==> src/grb_pkg.sv <==
package grb_pkg;

  // grid geometry and count width
  localparam int GRID_ROWS  = 64;
  localparam int GRID_COLS  = 64;
  localparam int COUNT_BITS = 16;

  localparam int ROW_BITS  = $clog2(GRID_ROWS);
  localparam int COL_BITS  = $clog2(GRID_COLS);
  localparam int ADDR_W    = ROW_BITS + COL_BITS;
  localparam int MEM_DEPTH = 1 << ADDR_W;

  // fixed field widths
  localparam int IDX_W  = 6;
  localparam int VAL_W  = 16;
  localparam int LVL_W  = 5;
  localparam int SIZE_W = 16;

  // datapath widths
  localparam int LINE_BITS = (ROW_BITS > COL_BITS) ? ROW_BITS : COL_BITS;
  localparam int LINE_W    = COUNT_BITS + LINE_BITS;
  localparam int SUM_W     = COUNT_BITS + ADDR_W;
  localparam int DIST_W    = SUM_W + 2;
  localparam int HD_W      = SUM_W + 1;
  localparam int SPAN_W    = IDX_W + 1;
  localparam int SIDE_W    = SPAN_W + SIZE_W;

  localparam int MIN_POINTS = 4;

  // configuration port
  localparam int CFG_IDX_W  = 2;
  localparam int CFG_DATA_W = 16;

  typedef enum logic [CFG_IDX_W-1:0] {
    REG_MAX_LEVEL,
    REG_CELL_WIDTH,
    REG_CELL_HEIGHT
  } reg_idx_t;

  typedef enum logic {
    CMD_WRITE,
    CMD_SPLIT
  } cmd_t;

  typedef enum logic [2:0] {
    OUT_SPLIT,
    OUT_LEVEL,
    OUT_FEW,
    OUT_NARROW,
    OUT_LEADING
  } outcome_t;

  typedef enum logic [2:0] {
    S_IDLE,
    S_PREP,
    S_CHECK,
    S_READ,
    S_EVAL,
    S_DECIDE
  } scan_state_t;

  typedef struct packed {
    logic [LVL_W-1:0]  max_level;
    logic [SIZE_W-1:0] cell_width;
    logic [SIZE_W-1:0] cell_height;
  } cfg_t;

  typedef struct packed {
    logic [IDX_W-1:0] first_row;
    logic [IDX_W-1:0] last_row;
    logic [IDX_W-1:0] first_col;
    logic [IDX_W-1:0] last_col;
    logic [VAL_W-1:0] node_points;
    logic [LVL_W-1:0] node_level;
  } req_t;

  typedef struct packed {
    logic             valid;
    outcome_t         outcome;
    logic             axis;
    logic [IDX_W-1:0] at;
    logic [VAL_W-1:0] first_count;
    logic [VAL_W-1:0] second_count;
  } result_t;

  function automatic logic [ADDR_W-1:0] cell_addr(input logic [IDX_W-1:0] r,
                                                  input logic [IDX_W-1:0] c);
    logic [31:0] rr;
    logic [31:0] cc;
    rr = 32'(r);
    cc = 32'(c);
    return {rr[ROW_BITS-1:0], cc[COL_BITS-1:0]};
  endfunction

  function automatic logic in_grid(input logic [IDX_W-1:0] r,
                                   input logic [IDX_W-1:0] c);
    return (32'(r) < 32'(GRID_ROWS)) && (32'(c) < 32'(GRID_COLS));
  endfunction

  // |total - 2 * part|
  function automatic logic [HD_W-1:0] half_dist(input logic [VAL_W-1:0] total,
                                                input logic [SUM_W-1:0] part);
    logic signed [DIST_W-1:0] d;
    d = $signed(DIST_W'(total)) - $signed({1'b0, part, 1'b0});
    return (d < 0) ? HD_W'(-d) : HD_W'(d);
  endfunction

endpackage

==> src/grb_scan.sv <==
module grb_scan import grb_pkg::*; (
  input  logic                  clk,
  input  logic                  rst_n,
  input  logic                  go,
  input  req_t                  req,
  input  cfg_t                  cfg,
  output logic                  rd_en,
  output logic [ADDR_W-1:0]     rd_addr,
  input  logic [COUNT_BITS-1:0] rd_data,
  output logic                  busy,
  output result_t               res
);

  scan_state_t st_r, st_nxt;
  result_t     res_r, res_nxt;
  logic        rv_r, rv_nxt;
  logic        rlast_r, rlast_nxt;
  logic        rin_r, rin_nxt;

  req_t              req_r, req_nxt;
  logic [SIDE_W-1:0] xd_r, xd_nxt;
  logic [SIDE_W-1:0] yd_r, yd_nxt;
  logic              cols_r, cols_nxt;
  logic [IDX_W-1:0]  last_r, last_nxt;
  logic [IDX_W-1:0]  lo_r, lo_nxt;
  logic [IDX_W-1:0]  hi_r, hi_nxt;
  logic [IDX_W-1:0]  idx_r, idx_nxt;
  logic [IDX_W-1:0]  k_r, k_nxt;
  logic              issued_r, issued_nxt;
  logic              first_r, first_nxt;
  logic [LINE_W-1:0] line_r, line_nxt;
  logic [SUM_W-1:0]  cur_r, cur_nxt;
  logic [SUM_W-1:0]  nsum_r, nsum_nxt;
  logic [HD_W-1:0]   d1_r, d1_nxt;

  logic [SPAN_W-1:0] xspan;
  logic [SPAN_W-1:0] yspan;
  logic              cols_c;
  logic [IDX_W-1:0]  rd_row;
  logic [IDX_W-1:0]  rd_col;
  logic [HD_W-1:0]   d2;
  logic [SUM_W-1:0]  total_w;

  assign xspan   = {1'b0, req_r.last_col} - {1'b0, req_r.first_col} + SPAN_W'(1);
  assign yspan   = {1'b0, req_r.last_row} - {1'b0, req_r.first_row} + SPAN_W'(1);
  assign cols_c  = xd_r > yd_r;
  assign rd_row  = cols_r ? k_r : idx_r;
  assign rd_col  = cols_r ? idx_r : k_r;
  assign rd_addr = cell_addr(rd_row, rd_col);
  assign d2      = half_dist(req_r.node_points, nsum_r);
  assign total_w = SUM_W'(req_r.node_points);

  always_ff @(posedge clk) begin
    if (!rst_n) begin
      st_r    <= S_IDLE;
      res_r   <= '0;
      rv_r    <= 1'b0;
      rlast_r <= 1'b0;
    end else begin
      st_r    <= st_nxt;
      res_r   <= res_nxt;
      rv_r    <= rv_nxt;
      rlast_r <= rlast_nxt;
    end
  end

  always_ff @(posedge clk) begin
    req_r    <= req_nxt;
    xd_r     <= xd_nxt;
    yd_r     <= yd_nxt;
    cols_r   <= cols_nxt;
    last_r   <= last_nxt;
    lo_r     <= lo_nxt;
    hi_r     <= hi_nxt;
    idx_r    <= idx_nxt;
    k_r      <= k_nxt;
    issued_r <= issued_nxt;
    first_r  <= first_nxt;
    line_r   <= line_nxt;
    cur_r    <= cur_nxt;
    nsum_r   <= nsum_nxt;
    d1_r     <= d1_nxt;
    rin_r    <= rin_nxt;
  end

  always_comb begin
    st_nxt     = st_r;
    res_nxt    = res_r;
    res_nxt.valid = 1'b0;
    req_nxt    = req_r;
    xd_nxt     = xd_r;
    yd_nxt     = yd_r;
    cols_nxt   = cols_r;
    last_nxt   = last_r;
    lo_nxt     = lo_r;
    hi_nxt     = hi_r;
    idx_nxt    = idx_r;
    k_nxt      = k_r;
    issued_nxt = issued_r;
    first_nxt  = first_r;
    line_nxt   = line_r;
    cur_nxt    = cur_r;
    nsum_nxt   = nsum_r;
    d1_nxt     = d1_r;
    rd_en      = 1'b0;
    rlast_nxt  = 1'b0;
    rin_nxt    = in_grid(rd_row, rd_col);

    unique case (st_r)
      S_IDLE: begin
        if (go) begin
          req_nxt = req;
          if (req.node_level == cfg.max_level) begin
            res_nxt = '0;
            res_nxt.valid = 1'b1;
            res_nxt.outcome = OUT_LEVEL;
          end else if (req.node_points < VAL_W'(MIN_POINTS)) begin
            res_nxt = '0;
            res_nxt.valid = 1'b1;
            res_nxt.outcome = OUT_FEW;
          end else if (req.last_row < req.first_row || req.last_col < req.first_col) begin
            res_nxt = '0;
            res_nxt.valid = 1'b1;
            res_nxt.outcome = OUT_NARROW;
          end else begin
            st_nxt = S_PREP;
          end
        end
      end
      S_PREP: begin
        // physical side lengths
        xd_nxt = SIDE_W'(xspan) * SIDE_W'(cfg.cell_width);
        yd_nxt = SIDE_W'(yspan) * SIDE_W'(cfg.cell_height);
        st_nxt = S_CHECK;
      end
      S_CHECK: begin
        cols_nxt = cols_c;
        last_nxt = cols_c ? req_r.last_col : req_r.last_row;
        lo_nxt   = cols_c ? req_r.first_row : req_r.first_col;
        hi_nxt   = cols_c ? req_r.last_row : req_r.last_col;
        idx_nxt  = cols_c ? req_r.first_col : req_r.first_row;
        if (idx_nxt == last_nxt) begin
          res_nxt = '0;
          res_nxt.valid = 1'b1;
          res_nxt.outcome = OUT_NARROW;
          st_nxt = S_IDLE;
        end else begin
          k_nxt      = lo_nxt;
          issued_nxt = 1'b0;
          line_nxt   = '0;
          first_nxt  = 1'b1;
          st_nxt     = S_READ;
        end
      end
      S_READ: begin
        if (!issued_r) begin
          rd_en     = 1'b1;
          rlast_nxt = (k_r == hi_r);
          if (k_r == hi_r) begin
            issued_nxt = 1'b1;
          end else begin
            k_nxt = k_r + IDX_W'(1);
          end
        end
        if (rv_r) begin
          line_nxt = line_r + (rin_r ? LINE_W'(rd_data) : LINE_W'(0));
          if (rlast_r) begin
            st_nxt = S_EVAL;
          end
        end
      end
      S_EVAL: begin
        if (first_r) begin
          cur_nxt = SUM_W'(line_r);
          if (SUM_W'(line_r) == total_w) begin
            res_nxt = '0;
            res_nxt.valid = 1'b1;
            res_nxt.outcome = OUT_LEADING;
            st_nxt = S_IDLE;
          end else begin
            first_nxt  = 1'b0;
            idx_nxt    = idx_r + IDX_W'(1);
            k_nxt      = lo_r;
            issued_nxt = 1'b0;
            line_nxt   = '0;
            st_nxt     = S_READ;
          end
        end else begin
          nsum_nxt = cur_r + SUM_W'(line_r);
          d1_nxt   = half_dist(req_r.node_points, cur_r);
          st_nxt   = S_DECIDE;
        end
      end
      S_DECIDE: begin
        if (idx_r == last_r || d1_r < d2) begin
          res_nxt = '0;
          res_nxt.valid = 1'b1;
          res_nxt.outcome = OUT_SPLIT;
          res_nxt.axis = !cols_r;
          res_nxt.at = idx_r;
          res_nxt.first_count = (cur_r > SUM_W'(16'hFFFF)) ? 16'hFFFF : cur_r[VAL_W-1:0];
          res_nxt.second_count = (cur_r > total_w) ? '0 :
                                 req_r.node_points - cur_r[VAL_W-1:0];
          st_nxt = S_IDLE;
        end else begin
          cur_nxt = nsum_r;
          if (nsum_r == total_w) begin
            res_nxt = '0;
            res_nxt.valid = 1'b1;
            res_nxt.outcome = OUT_LEADING;
            st_nxt = S_IDLE;
          end else begin
            idx_nxt    = idx_r + IDX_W'(1);
            k_nxt      = lo_r;
            issued_nxt = 1'b0;
            line_nxt   = '0;
            st_nxt     = S_READ;
          end
        end
      end
      default: begin
        st_nxt = S_IDLE;
      end
    endcase
    rv_nxt = rd_en;
  end

  assign busy = (st_r != S_IDLE);
  assign res  = res_r;

endmodule

==> config.mk <==
export PLATFORM = sky130hd
export DESIGN_NAME = grb_scan
export DESIGN_NICKNAME = d
export VERILOG_FILES = /design/src/grb_pkg.sv /design/src/grb_scan.sv
export SDC_FILE = /design/constraint.sdc
export NUM_CORES = 1
export LEC_CHECK = 0
export BUFFER_PORTS_ARGS = -buffer_cell sky130_fd_sc_hd__buf_4
export CAP_MARGIN = 20
export CORE_MARGIN = 1.5
export CORE_UTILIZATION = 60
export DETAILED_ROUTE_END_ITERATION = 8
export GPL_TIMING_DRIVEN = 0
export PLACE_DENSITY = 0.83
export REMOVE_ABC_BUFFERS = 1
export SLEW_MARGIN = 20
export SYNTH_ARGS = -nofsm -noshare
export SYNTH_HDL_FRONTEND = slang
export SYNTH_SLANG_ARGS = --single-unit
==> constraint.sdc <==
create_clock -name clk -period 8 [get_ports clk]
set_input_delay 1.6 -clock clk [delete_from_list [all_inputs] [get_ports clk]]
set_output_delay 1.6 -clock clk [all_outputs]
set_load 0.02 [all_outputs]
==> impl_metrics.env, run 1 <==
export IMPL_total_leakage_power_nw=13.0
export IMPL_grt_start_max_net_pins=39
export IMPL_core_area_um2=42200
export IMPL_ant_nets=0
export IMPL_ys_seq_area_share_pct=30.0
export IMPL_synth_top_area_share_pct=26.3
export IMPL_required_ns=8.34
export IMPL_rr_startpoint="req_r[35]"
export IMPL_synth_top_area_cell="edfxtp_1"
export IMPL_outcome="completed"
export IMPL_vias=20800
export IMPL_crit_fanout=16
export IMPL_drcViolationCount=0
export IMPL_drv_slew=0
export IMPL_reg2reg_depth=23
export IMPL_cts_root_buf="clkbuf_16"
export IMPL_cts_hold_buf=0
export IMPL_avgSynthCellArea_um2=9.44
export IMPL_syn_inst=2739
export IMPL_fin_skew_ns=0.0148
export IMPL_worst_pin_slew_ns=1.14
export IMPL_clk_pin_slew_ns=0.06
export IMPL_rr_endpoint="yd_r[20]"
export IMPL_dp_cells=3387
export IMPL_cts_tree="built"
export IMPL_holdCritStartpoint="res[22]"
export IMPL_synth_top_flop_cell="edfxtp_1"
export IMPL_io_pins=158
export IMPL_drive_gt1_share_pct=10.4
export IMPL_drt_wl_total_um=64900
export IMPL_clockPowerShare_pct=14.4
export IMPL_setup_violations=0
export IMPL_seqPwrFrac_pct=20.1
export IMPL_viasPerCell=6.04
export IMPL_clk_path_buf_depth=3
export IMPL_fin_cells=3448
export IMPL_maxCapViolCount=0
export IMPL_clkLatencyLatePin_ns=0.60
export IMPL_die_area_um2=44300
export IMPL_min_to="res[22]"
export IMPL_fin_nets=3400
export IMPL_setup_tns_ns=0
export IMPL_combPwrFrac_pct=65.6
export IMPL_p_per_area_nw_per_um2=362
export IMPL_avgRoutedWirePerCell_um=18.8
export IMPL_max_freq_ghz=0.134
export IMPL_hpwl_um=51700
export IMPL_first_global_vias=21600
export IMPL_drt_iter0_drc=1235
export IMPL_row_count=75
export IMPL_hold_viol=0
export IMPL_synth_top_cells_by_area="edfxtp_1, ha_1, fa_1"
export IMPL_rsz0062_at_grt="no"
export IMPL_max_slew_margin_rel_pct=23.7
export IMPL_async_flop_share_pct=0
export IMPL_end_kind="flop"
export IMPL_hold_path_class="reg -> reg"
export IMPL_gr_total_overflow=0
export IMPL_netlist_area_um2=25800
export IMPL_ir_worst_vdd_v=0.000445
export IMPL_p_int_mw=5.91
export IMPL_swShare_pct=43.5
export IMPL_synth_cell_types=82
export IMPL_worstHoldPathCells=1
export IMPL_die_height_um=211
export IMPL_finalCriticalPeriod_ns=7.48
export IMPL_antenna_found_initial=3
export IMPL_numCtsBuffers=31
export IMPL_start_util_pct=61.2
export IMPL_drt_pass1_iterations=5
export IMPL_die_w_um=211
export IMPL_r2r_slack_ns=0.52
export IMPL_period_share_pct=93.5
export IMPL_cts_num_sinks=274
export IMPL_diodes=0
export IMPL_ctsHtreeMaxLevel=1
export IMPL_cp_data_arrival_time_ns=7.82
export IMPL_yosysWarnings=0
export IMPL_synth_edf_count=226
export IMPL_ys_ff_latch=274
export IMPL_worst_setup_path_type="reg -> reg"
export IMPL_netlist_top_cells_count="inv_1, ha_1, nand2_1, edfxtp_1, nor2_1"
export IMPL_area_growth_pct=11.7
export IMPL_synth_most_common_cell="inv_1"
export IMPL_start_kind="flop"
export IMPL_p_sw_mw=4.54
export IMPL_numPortBuffers=157
export IMPL_gp_congestion=0.948
export IMPL_grt_pass1_wl_um=105000
export IMPL_grtUsageTotal_pct=29.4
layout by cell type, fill, tap and decap left out, types with 17 or more instances in the layout:
master and n:
nor2b_1 35, nand4_1 25, or3_1 21, buf_4 169
inv_1 338, a22o_1 23, nor4_1 17, nand2b_1 48
mux2_2 23, a21oi_1 140, fa_1 145, nand2_1 239
o2bb2ai_1 17, xor2_1 99, dfxtp_1 48, and2_1 100
edfxtp_1 226, and3_1 20, ha_1 270, xnor2_1 148
o21a_1 23, o21ai_0 103, clkbuf_16 33, nand3_1 36
nor2_1 159, a211oi_1 19, nor3_1 58, a21o_1 69
critical path: stages (launching register included):
cell,delay [ns]
edfxtp_1,0.48
ha_1,0.36
ha_1,0.31
a21o_1,0.16
a21oi_1,0.27
o21bai_1,0.13
a21oi_1,0.37
xor2_4,0.46
nand2_1,0.22
fa_1,0.58
fa_1,0.53
fa_1,0.54
inv_1,0.06
fa_1,0.48
ha_1,0.35
inv_1,0.07
o21bai_1,0.08
a2111oi_1,0.54
o31ai_1,0.23
o211ai_1,0.26
a21bo_2,0.20
a21boi_0,0.12
o41ai_1,0.33
xnor2_1,0.11
per-layer routing:
layer	GRT usage (%)	wire length, um	vias up
met1	33.4	24800	10200
met4	13.9	3110	6
met2	55.0	33700	654
met5	0	34	-
li1	-	-	9780
met3	3.41	3300	202
layout make-up:
class / instances / area [um2]
clock buffers: 41 / 886
clock inverters: 17 / 186
fillers: 3185 / 13300
inverters: 340 / 1280
multi-input cells: 2058 / 16700
flip-flops and latches: 274 / 7750
well taps: 539 / 674
repair buffers: 179 / 1420
sequential cells by signal, summed over array words and instances, names as in the netlist, 22 cells and up:
name and flops:
cur_r 28, d1_r 29, line_r 22, nsum_r 28
req_r 40, res 43, xd_r 23, yd_r 23
power by group through the flow:
stage | Sequential, mW | Combinational, mW | Clock, mW
6_report | 2.10 | 6.85 | 1.50
3_3_place_gp | 2.13 | 6.37 | 0
5_1_grt | 2.11 | 7.83 | 1.57
4_1_cts | 2.10 | 6.83 | 1.51
3_5_place_dp | 2.13 | 6.75 | 0
2_1_floorplan | 2.11 | 5.32 | 0
stage by stage:
stage          cell area, um2  worst slack, ns  power, mW  util, %  hold slack (ns)
5_1_grt                 28900           0.0818       11.5     68.4            0.476
3_5_place_dp            27800            0.480       8.87     65.7            0.454
3_3_place_gp            27400            -1.01       8.50     65.0            0.450
4_1_cts                 28800            0.323       10.4     68.3            0.469
2_1_floorplan           25600             1.18       7.42        -            0.524
6_report                28900            0.517       10.4     68.4            0.466
kinds of logic (layout without fill, tap and decap cells):
group	count (synthesis)	after routing	synth area share [%]
multiplexers	29	29	1.23
AND/OR/NAND/NOR	823	823	15.9
XOR/XNOR	255	255	8.64
adder cells (fa/ha/maj)	415	415	24.3
AO/OA/AOI/OAI	536	536	14.0
buffers and inverters	407	577	5.94
flip-flops	274	274	30.0
worst max-delay path by stage:
stage                          end  slack [ns]  startpoint
after global routing      xd_r[22]        0.08   req_r[23]
after global placement      res[6]       -1.01    req_r[6]
after detailed placement  yd_r[20]        0.48   req_r[35]
after floorplan             res[0]        1.18    req_r[6]
final                     yd_r[20]        0.52   req_r[35]
after CTS                 yd_r[20]        0.32   req_r[35]
what timing repair did:
item / 4_1_cts / 5_1_grt
gates resized for setup: 0 / 3
endpoints found under the setup margin: 0 / 1
setup buffers: 0 / 0
(Power assumes the default switching activity.)
==> run 2, diff against run 1 <==
==> constraint.sdc (replaced) <==
create_clock -name clk -period 9.4 [get_ports clk]
set_input_delay 1.88 -clock clk [delete_from_list [all_inputs] [get_ports clk]]
set_output_delay 1.88 -clock clk [all_outputs]
set_load 0.02 [all_outputs]
==> impl_metrics.env, run 2 (same netlist as run 1, synthesis figures left out) <==
export IMPL_outcome="completed"
export IMPL_p_per_area_nw_per_um2=308
export IMPL_drt_iter0_drc=1276
export IMPL_numPortBuffers=157
export IMPL_io_pins=158
export IMPL_drive_gt1_share_pct=10.4
export IMPL_drt_pass1_iterations=6
export IMPL_hold_viol=0
export IMPL_start_util_pct=61.2
export IMPL_fin_nets=3400
export IMPL_busiest_layer="met2"
export IMPL_max_slew_margin_rel_pct=21.7
export IMPL_worst_pin_slew_ns=1.17
export IMPL_drt_wl_total_um=64900
export IMPL_clk_pin_slew_ns=0.06
export IMPL_first_global_vias=21600
export IMPL_clkLatencyLatePin_ns=0.60
export IMPL_worstHoldPathCells=1
export IMPL_vias=20800
export IMPL_cts_hold_buf=0
export IMPL_post_route_util_pct=68.3
export IMPL_hold_path_class="reg -> reg"
export IMPL_die_height_um=211
export IMPL_cts_tree="built"
export IMPL_viasPerCell=6.04
export IMPL_cp_data_arrival_time_ns=8.06
export IMPL_drv_slew=0
export IMPL_die_area_um2=44300
export IMPL_hpwl_um=51700
export IMPL_ant_nets=0
export IMPL_reg2reg_depth=23
export IMPL_required_ns=9.74
export IMPL_crit_fanout=16
export IMPL_ctsHtreeMaxLevel=1
export IMPL_core_area_um2=42200
export IMPL_gr_total_overflow=0
export IMPL_met2_usage_pct=55.0
export IMPL_largest_reg_flops=43
export IMPL_max_freq_ghz=0.129
export IMPL_numCtsBuffers=31
export IMPL_diodes=0
export IMPL_setup_tns_ns=0
export IMPL_final_common_cell="inv_1"
export IMPL_finalCriticalPeriod_ns=7.72
export IMPL_setup_violations=0
export IMPL_cts_num_sinks=274
export IMPL_ir_worst_vdd_v=0.000375
export IMPL_p_total_mw=8.88
export IMPL_grt_start_max_net_pins=39
export IMPL_grtUsageTotal_pct=29.4
export IMPL_gr_usage_met3_pct=3.41
export IMPL_period_share_pct=82.2
export IMPL_met1_usage_pct=33.4
export IMPL_grt_pass1_wl_um=105000
export IMPL_die_w_um=211
export IMPL_clk_path_buf_depth=3
export IMPL_maxCapViolCount=0
export IMPL_cts_root_buf="clkbuf_16"
export IMPL_cts_resized=0
export IMPL_drcViolationCount=0
export IMPL_start_kind="flop"
export IMPL_r2r_slack_ns=1.68
export IMPL_worst_setup_path_type="reg -> reg"
export IMPL_final_cell_mix="inv_1, ha_1, nand2_1"
export IMPL_end_kind="flop"
export IMPL_antenna_found_initial=3
export IMPL_avgRoutedWirePerCell_um=18.8
export IMPL_total_leakage_power_nw=13.0
export IMPL_rsz0062_at_grt="no"
export IMPL_row_count=75
export IMPL_fin_skew_ns=0.0133
export IMPL_area_growth_pct=11.6
export IMPL_gp_congestion=0.948
export IMPL_cts_setup_buffers=0
[run 2: cell type report]
cell class	count	area, um2
Tap cell	539	674
Clock buffer	41	886
Multi-Input combinational cell	2058	16700
Timing Repair Buffer	179	1420
Sequential cell	274	7750
Inverter	340	1280
Clock inverter	17	186
Fill cell	3193	13400
[run 2: routing by layer]
metal	up-vias	share of wire, %
li1	9776	-
met1	10200	38
met2	642	52
met3	197	4.9
met4	6	4.7
met5	-	0.052
[run 2: worst max-delay path, cell delays in order (launching register included)]
cell	delay, ns
edfxtp_1	0.47
ha_1	0.35
ha_1	0.31
a21o_1	0.16
a21oi_1	0.27
o21bai_1	0.13
a21oi_1	0.26
xor2_2	0.67
nand2_1	0.26
fa_1	0.60
fa_1	0.53
fa_1	0.54
inv_1	0.06
fa_1	0.48
ha_1	0.35
inv_1	0.07
o21bai_1	0.08
a2111oi_0	0.60
o31ai_1	0.25
o211ai_1	0.26
a21bo_2	0.20
a21boi_0	0.12
o41ai_1	0.33
xnor2_1	0.11
[run 2: report_power, final]
group	switching, mW	internal [mW]	leakage (nW)
clock network	0.528	0.748	0.518
registers	0.0534	1.73	2.48
logic	3.28	2.54	10.0
total	3.86	5.02	13.0
[run 2: final timing paths]
| kind | from | end |
|---|---|---|
| max | req_r[35] | yd_r[20] |
| max reg2reg | req_r[35] | yd_r[20] |
| min | res[22] | res[22] |
| min reg2reg | res[22] | res[22] |
[run 2: stage by stage]
| step | instance area, um2 | worst slack (ns) | cells | hold WS [ns] |
|---|---|---|---|---|
| global route | 28900 | 1.20 | 3448 | 0.476 |
| global placement | 27400 | 0.387 | 3368 | 0.450 |
| CTS | 28800 | 1.72 | 3445 | 0.469 |
| detailed placement | 27800 | 1.88 | 3387 | 0.454 |
| finish | 28900 | 1.68 | 3448 | 0.472 |
| floorplan | 25600 | 2.58 | 2672 | 0.524 |
